==> src/rtl/core/gsa_pkg.sv <==
package gsa_pkg;

  localparam int MAX_N   = 64;
  localparam int IDX_W   = $clog2(MAX_N);
  localparam int CNT_W   = IDX_W + 1;
  localparam int ADDR_W  = 2 * IDX_W;
  localparam int DEPTH   = MAX_N * MAX_N;
  localparam int DATA_W  = 32;
  localparam int SCALE_W = 18;
  localparam int PROD_W  = 2 * DATA_W;
  localparam int ACC_W   = PROD_W + IDX_W;
  localparam int LO_W    = (ACC_W + 1) / 2;
  localparam int HI_W    = ACC_W - LO_W;

  localparam logic [CNT_W-1:0]          SIZE_RST  = CNT_W'(MAX_N);
  localparam logic signed [SCALE_W-1:0] ALPHA_RST = 18'sd72090;
  localparam logic signed [SCALE_W-1:0] BETA_RST  = 18'sd58982;

  typedef enum logic [1:0] {
    OP_LOAD_A  = 2'd0,
    OP_LOAD_B  = 2'd1,
    OP_LOAD_C  = 2'd2,
    OP_COMPUTE = 2'd3
  } op_t;

  typedef enum logic [1:0] {
    CFG_SIZE  = 2'd0,
    CFG_ALPHA = 2'd1,
    CFG_BETA  = 2'd2,
    CFG_NONE  = 2'd3
  } cfg_idx_t;

  // one A element travelling down the cell chain
  typedef struct packed {
    logic                     v;
    logic                     first;
    logic [IDX_W-1:0]         k;
    logic signed [DATA_W-1:0] a;
  } feed_t;

  // one finished dot product leaving cell 0
  typedef struct packed {
    logic                    v;
    logic                    last;
    logic [IDX_W-1:0]        col;
    logic signed [ACC_W-1:0] sum;
  } drain_t;

  // C write-back of a finished element
  typedef struct packed {
    logic                     we;
    logic                     last;
    logic [IDX_W-1:0]         row;
    logic [IDX_W-1:0]         col;
    logic signed [DATA_W-1:0] data;
  } wb_t;

endpackage

==> src/rtl/core/gsa_cell.sv <==
// One column of the product: holds column j of B, multiplies the passing A
// element and accumulates exactly. Drain shifts sums toward cell 0.
module gsa_cell (
  input  logic                              clk,
  input  logic                              rst_n,
  input  logic                              b_we,
  input  logic [gsa_pkg::IDX_W-1:0]         b_addr,
  input  logic signed [gsa_pkg::DATA_W-1:0] b_data,
  input  gsa_pkg::feed_t                    fin,
  output gsa_pkg::feed_t                    fout,
  input  logic                              drain,
  input  logic signed [gsa_pkg::ACC_W-1:0]  acc_in,
  output logic signed [gsa_pkg::ACC_W-1:0]  acc_out
);

  logic signed [gsa_pkg::DATA_W-1:0] bmem [gsa_pkg::MAX_N];
  logic signed [gsa_pkg::DATA_W-1:0] b_q_r;
  logic                              fv_r;
  logic                              ffirst_r;
  logic [gsa_pkg::IDX_W-1:0]         fk_r;
  logic signed [gsa_pkg::DATA_W-1:0] fa_r;
  logic signed [gsa_pkg::PROD_W-1:0] prod_r;
  logic                              pv_r;
  logic                              pfirst_r;
  logic signed [gsa_pkg::ACC_W-1:0]  acc_r;
  logic signed [gsa_pkg::ACC_W-1:0]  acc_nxt;

  always_ff @(posedge clk) begin
    if (b_we) begin
      bmem[b_addr] <= b_data;
    end
    b_q_r <= bmem[fin.k];
  end

  always_ff @(posedge clk) begin
    if (!rst_n) begin
      fv_r <= 1'b0;
      pv_r <= 1'b0;
    end else begin
      fv_r <= fin.v;
      pv_r <= fv_r;
    end
  end

  always_ff @(posedge clk) begin
    ffirst_r <= fin.first;
    fk_r     <= fin.k;
    fa_r     <= fin.a;
    pfirst_r <= ffirst_r;
    prod_r   <= fa_r * b_q_r;
    acc_r    <= acc_nxt;
  end

  always_comb begin
    acc_nxt = acc_r;
    if (drain) begin
      acc_nxt = acc_in;
    end else if (pv_r) begin
      if (pfirst_r) begin
        acc_nxt = gsa_pkg::ACC_W'(prod_r);
      end else begin
        acc_nxt = acc_r + gsa_pkg::ACC_W'(prod_r);
      end
    end
  end

  assign fout    = '{v: fv_r, first: ffirst_r, k: fk_r, a: fa_r};
  assign acc_out = acc_r;

endmodule

==> config.mk <==
export PLATFORM = sky130hd
export DESIGN_NAME = gsa_cell
export DESIGN_NICKNAME = d
export VERILOG_FILES = /design/src/rtl/core/gsa_pkg.sv /design/src/rtl/core/gsa_cell.sv
export SDC_FILE = /design/constraint.sdc
export NUM_CORES = 2
export LEC_CHECK = 0
export BUFFER_PORTS_ARGS = -buffer_cell sky130_fd_sc_hd__buf_4
export CAP_MARGIN = 15
export CORE_UTILIZATION = 40
export CTS_BUF_LIST = sky130_fd_sc_hd__clkbuf_4 sky130_fd_sc_hd__clkbuf_8
export CTS_CLUSTER_DIAMETER = 80
export DETAILED_ROUTE_END_ITERATION = 8
export GPL_TIMING_DRIVEN = 1
export SLEW_MARGIN = 20
export SYNTH_ARGS = -nofsm -noshare
export SYNTH_HDL_FRONTEND = slang
export SYNTH_SLANG_ARGS = --single-unit
export TNS_END_PERCENT = 100
==> constraint.sdc <==
create_clock -name clk -period 10.3 [get_ports clk]
set_clock_uncertainty 0.05 [all_clocks]
set_input_delay 0.515 -clock clk [delete_from_list [all_inputs] [get_ports clk]]
set_output_delay 0.515 -clock clk [all_outputs]
set_load 0.02 [all_outputs]
# ---- After elaboration in Yosys (flattened, before gate mapping)
# Memories as Yosys holds them, arrays and structs flattened. A register that Yosys moved wholly into a read port is not among the register bits.
# Index checks and enable logic that the tools add are counted.
dict set report totals {
  regBits 176
  ramBits 2048
  out_inout_bits 110
  wordCells 17
  n_memories 1
}
dict set report classes {
  addsub 1
  n_mul 1
  mux 5
  n_reduce_logical 1
}
# memory words width read_ports rd_clocked_by_memory_dff write_ports line_no
set mem_list {}
lappend mem_list {bmem 64 32 1 1 1 gsa_cell.sv:16} ;# logic signed [gsa_pkg::DATA_W-1:0] bmem [gsa_pkg::MAX_N];
# op n
set ops {}
lappend ops {{2-to-1 mux 70 bit} 3}
lappend ops {{adder 70 x 64 -> 70 bit} 1}
lappend ops {{multiplier 32 x 32 -> 64 bit} 1}
lappend ops {{2-to-1 mux 1 bit} 2}
lappend ops {{nonzero test 2 bit} 1}

# ---- Longest topological paths before layout
dict set report depth {
  depth_word 4
  depth_mapped 30
}

# ---- Worst setup path after synthesis
# No wires, ideal clock.
dict set report synth_timing {
  path_type {reg2reg}
  start {register fa_r[31] (netlist name)}
  end {register prod_r[57] (netlist name)}
  setup_ps 72
  arrival_ps 7661
  t_required_ps 10178
  setup_slack_ps 2517
  path_stages_with_launch 25
  period_less_slack_ps 7783
  path_cell_list {dfxtp_1 clkbuf_1 nand2_1 inv_1 fa_1 fa_1 fa_1 fa_1 inv_1 fa_1 inv_1 fa_1 fa_1 inv_1 fa_1 inv_1 ha_1 a21o_1 a21o_1 a21oi_1 o21ai_0 a211o_1 a221o_1 a21oi_1 xnor2_1}
}
dict set report synth_between {
  elab_chain_cells 1
}
# element line_no
set synth_rtl {}
lappend synth_rtl {{start: declaration} gsa_cell.sv:21} ;# logic signed [gsa_pkg::DATA_W-1:0] fa_r;
lappend synth_rtl {{start signal: assignment} gsa_cell.sv:48} ;# fa_r <= fin.a;
lappend synth_rtl {{multiplier 32 x 32 -> 64 bit} gsa_cell.sv:50} ;# prod_r <= fa_r * b_q_r;
lappend synth_rtl {{end signal: assignment} gsa_cell.sv:50}
lappend synth_rtl {{end: declaration} gsa_cell.sv:22} ;# logic signed [gsa_pkg::PROD_W-1:0] prod_r;
# No other way between the ends.
# A chain may end at the register's enable or synchronous reset.

# ---- Final worst setup path
dict set report layout_timing {
  start {register fa_r[23] (netlist name)}
  end {register prod_r[58] (netlist name)}
}
# Same word-level chain as after synthesis.

==> results_tabular.tex <==
\begin{tabular}{lr}
\hline
Metric & Value \\
\hline
\multicolumn{2}{l}{\textbf{Outcome}} \\
Run status & finished, final reports clean \\
\multicolumn{2}{l}{\textbf{STA}} \\
Finish-stage setup viols & 0 \\
Worst Max-Slew Pin Slew & approximately 1100 ps \\
Final hold violation count & 0 \\
Share of the cycle needed by the critical path after routing & 0.888 \\
Final Slew Violations & 0 \\
Relative slew margins & 0.240 \\
Setup TNS & 0 ps \\
Setup repair after global routing missed its margin & no \\
Min Clock Period, post-route & about 9100 ps \\
Fmax achieved & 109 MHz \\
\multicolumn{2}{l}{\textbf{Worst hold path}} \\
Worst Min Path Start & fin[30] \\
Endpoint of the worst hold path & fa\_r[30] \\
Number of cells on the worst hold path & 2 \\
Worst hold path class & input port to flop \\
\multicolumn{2}{l}{\textbf{Logic synthesis}} \\
Synth Instances & 7840 \\
Multiplexer share of the synthesized area & 0.123 \\
Number of distinct library cell variants in the gate-level netlist after synthesis & 74 \\
Post-synth ARST share & 0 \\
Sequential element share of the synthesized area & 0.536 \\
Synth Register Bits & 2256 \\
Adder-cell share of the synthesized area & 0.201 \\
Synth warnings & 0 \\
Xor/xnor share of the synthesized area & 0.00891 \\
Number of flops mapped to enable cells by yosys & 2118 \\
Post-synthesis compound-gate area fraction & 0.0302 \\
Dominant register cell in the synthesized netlist & edfxtp\_1 \\
Syn Std Cell Area & 124000 um2 \\
Post-Syn Area per Cell & $\sim$16 um2 \\
Combinational family with the most area after synthesis & adder cells \\
Synth Net Count & 9328 \\
Synth Area in Simple Gates & 0.0584 \\
\multicolumn{2}{l}{\textbf{Worst setup path}} \\
Data arrival time at the worst-slack endpoint & 9930 ps \\
Number of cell instances on the worst register-to-register path & 23 \\
R2R Path End & prod\_r[58] \\
Reg-to-reg setup timing slack & 1160 ps \\
Critical path type & flop to flop \\
Launching point of the worst reg2reg path & fa\_r[23] \\
Worst Path Max Fanout & 22 \\
WP data required & 11080 ps \\
Element type at the critical path end & flop \\
Crit path launch type & flop \\
\multicolumn{2}{l}{\textbf{Final layout}} \\
FF/Latch Area & approximately 66000 um2 \\
Footprint of the multi-input gates & 52700 um2 \\
Net total in the final layout & 9881 \\
Filler instances & 26965 \\
Leading cell type in the layout, fill and taps excluded & edfxtp\_1 \\
Fraction of final layout cells sized beyond drive strength 1 & 0.205 \\
Synthesis-to-layout area growth & 13.3\% \\
Leading cell types in the layout, fill and taps excluded & edfxtp\_1 (2118), fa\_1 (1083), inv\_1 (993), mux4\_2 (665), nand2\_1 (612) \\
Core utilization of the finished layout & 0.457 \\
\multicolumn{2}{l}{\textbf{Floorplanning}} \\
Area inside the core boundary & 307000 um2 \\
Total die area & 312000 um2 \\
Floorplan row count & 203 \\
Die width & 558 um \\
Initial Utilization & 0.404 \\
Die height & 558 um \\
Ports & about 260 \\
\multicolumn{2}{l}{\textbf{Detailed routing}} \\
Number of detailed-routing iterations run before antenna repair & 5 \\
DR DRC count & 0 \\
Detail-routed via count per cell & 5.40 \\
Count of routing violations after the opening detailed-route iteration & 5363 \\
Sum of routed wire length over all layers & roughly 330 mm \\
Wire per inst & 25.6 um \\
DRT antenna net count & 0 \\
Via count of the routed design & $\sim$69000 \\
\multicolumn{2}{l}{\textbf{Clock network}} \\
Total of hold buffers inserted after clock tree synthesis & 171 \\
Sinks on Clock Net & about 2300 \\
\# resized after CTS & 0 \\
Total clock buffers created by CTS & 367 \\
TritonCTS clock tree & yes \\
Bufs on Longest Clock Path & 4 \\
Clock root buffer & clkbuf\_8 \\
Clk slew on worst S/H paths & 70 ps \\
Clock insertion delay at the later pin of the skew report & approximately 1200 ps \\
Level count of the clock H-tree & 5 \\
Post-CTS setup buffer count & 0 \\
\multicolumn{2}{l}{\textbf{Global routing}} \\
GRT overflow & 0 \\
Overall routing resource usage & 0.211 \\
Largest net degree at the start of global routing & 136 \\
Number of antenna violations at the first check in global routing & 17 \\
Vias in the first global route & 74165 \\
First-pass GRT wire length & 485 mm \\
\multicolumn{2}{l}{\textbf{Flow run}} \\
Max-capacitance violation count & 0 \\
\multicolumn{2}{l}{\textbf{Placement}} \\
Count of input and output buffers & 261 \\
Gpl congestion & 0.900 \\
HPWL Detailed & 211 mm \\
\hline
\end{tabular}
-- layer usage --
| metal | global-route usage | vias to the layer above | wire length [um] | part of all wire |
|---|---|---|---|---|
| met5 | 0 | - | 49 | 0.00015 |
| met1 | 0.275 | 37035 | 132000 | 0.40 |
| met2 | 0.365 | 2506 | 165000 | 0.50 |
| met3 | 0.0316 | 537 | 21100 | 0.064 |
| li1 | - | 28997 | - | - |
| met4 | 0.0650 | 8 | 9570 | 0.029 |
-- area by class of cell --
| cell class | instances | area share |
|---|---|---|
| Inverter | 995 | 0.0266 |
| Timing Repair Buffer | 590 | 0.0355 |
| Clock buffer | 514 | 0.0449 |
| Tap cell | 4100 | 0.0366 |
| Multi-Input combinational cell | 4183 | 0.376 |
| Sequential cell | 2256 | 0.473 |
| Antenna cell | 12 | 0.000214 |
| Clock inverter | 153 | 0.00749 |
-- logic make-up (layout without fill, tap and decap cells) --
kind of cell	Yosys count	in the layout
AO/OA/AOI/OAI	567	567
adder cells (fa/ha/maj)	1336	1336
flip-flops	2256	2256
XOR/XNOR	126	126
AND/OR/NAND/NOR	1461	1461
buffers and inverters	1401	2252
multiplexers	693	693
other	0	12
-- metrics by stage --
| step | area [um2] | hold WS (ps) | worst slack (ps) | cells |
|---|---|---|---|---|
| after floorplan | 124000 | 282 | 2520 | 7840 |
| after global placement | 131000 | 283 | 1460 | 11953 |
| after detailed placement | 131000 | 294 | 1290 | 11953 |
| after CTS | 140000 | 0.992 | 1060 | 12791 |
| after global routing | 140000 | 68.5 | 835 | 12798 |
| final | 140000 | 138 | 1160 | 12803 |
-- critical path: stages, from the launching register on --
cell	delay, ps
dfxtp_1	970
buf_4	480
and2_1	200
fa_1	460
fa_1	590
inv_1	70
fa_1	510
fa_1	530
inv_1	60
fa_1	570
fa_1	430
fa_1	550
fa_1	470
ha_1	430
nand3_1	110
nor2_1	180
or4b_1	480
a21oi_2	170
a2111o_1	160
a21oi_2	100
or4_1	590
a21oi_2	290
a41oi_1	170
xnor2_1	160
-- Yosys cell counts, drive strengths merged (5+ instances only) --
cell / count / area, um2
a31oi: 15 / 109
fa: 1083 / 21700
nor2b: 20 / 125
and2: 523 / 3270
and3: 14 / 87.6
inv: 993 / 3730
nand4: 27 / 169
or4: 5 / 37.5
o31ai: 6 / 50.1
a21o: 95 / 713
a21oi: 155 / 791
o21bai: 29 / 218
or2: 5 / 31.3
or3: 13 / 81.3
edfxtp: 2118 / 63600
mux2: 20 / 225
and4: 6 / 52.6
nand3b: 6 / 45.0
nand2b: 13 / 81.3
a221o: 5 / 50.1
buf: 69 / 277
xnor2: 84 / 736
mux4: 665 / 15000
clkbuf: 337 / 1260
o211ai: 34 / 255
nor3: 23 / 115
a22oi: 8 / 60.1
ha: 253 / 3170
a21bo: 5 / 50.1
o21a: 47 / 353
o22ai: 5 / 31.3
dfxtp: 138 / 2760
o21ai: 100 / 500
mux2i: 8 / 80.1
a41oi: 5 / 43.8
nand2: 612 / 2300
nand3: 26 / 130
nor2: 153 / 574
xor2: 42 / 368
a311oi: 6 / 58.8
a211o: 6 / 52.6
a211oi: 12 / 90.1
-- sequential cells by signal, summed over array words and instances (netlist names) --
name      count
acc_out      70
bmem       2048
fv_r          1
pv_r          1
b_q_r        32
fk_r          6
prod_r       64
ffirst_r      1
pfirst_r      1
fa_r         32
-- worst max-delay path by stage --
stage | to | cells past startpoint | from
2_1_floorplan | prod_r[57] | 24 | fa_r[31]
6_report | prod_r[58] | 23 | fa_r[23]
3_5_place_dp | prod_r[58] | 23 | fa_r[23]
5_1_grt | prod_r[60] | 23 | fa_r[23]
4_1_cts | prod_r[58] | 23 | fa_r[23]
3_3_place_gp | prod_r[58] | 23 | fa_r[23]
Power is left out: the tool's default activity adds up to more than one toggle a clock period on the data nets, which glitch-free logic cannot reach.
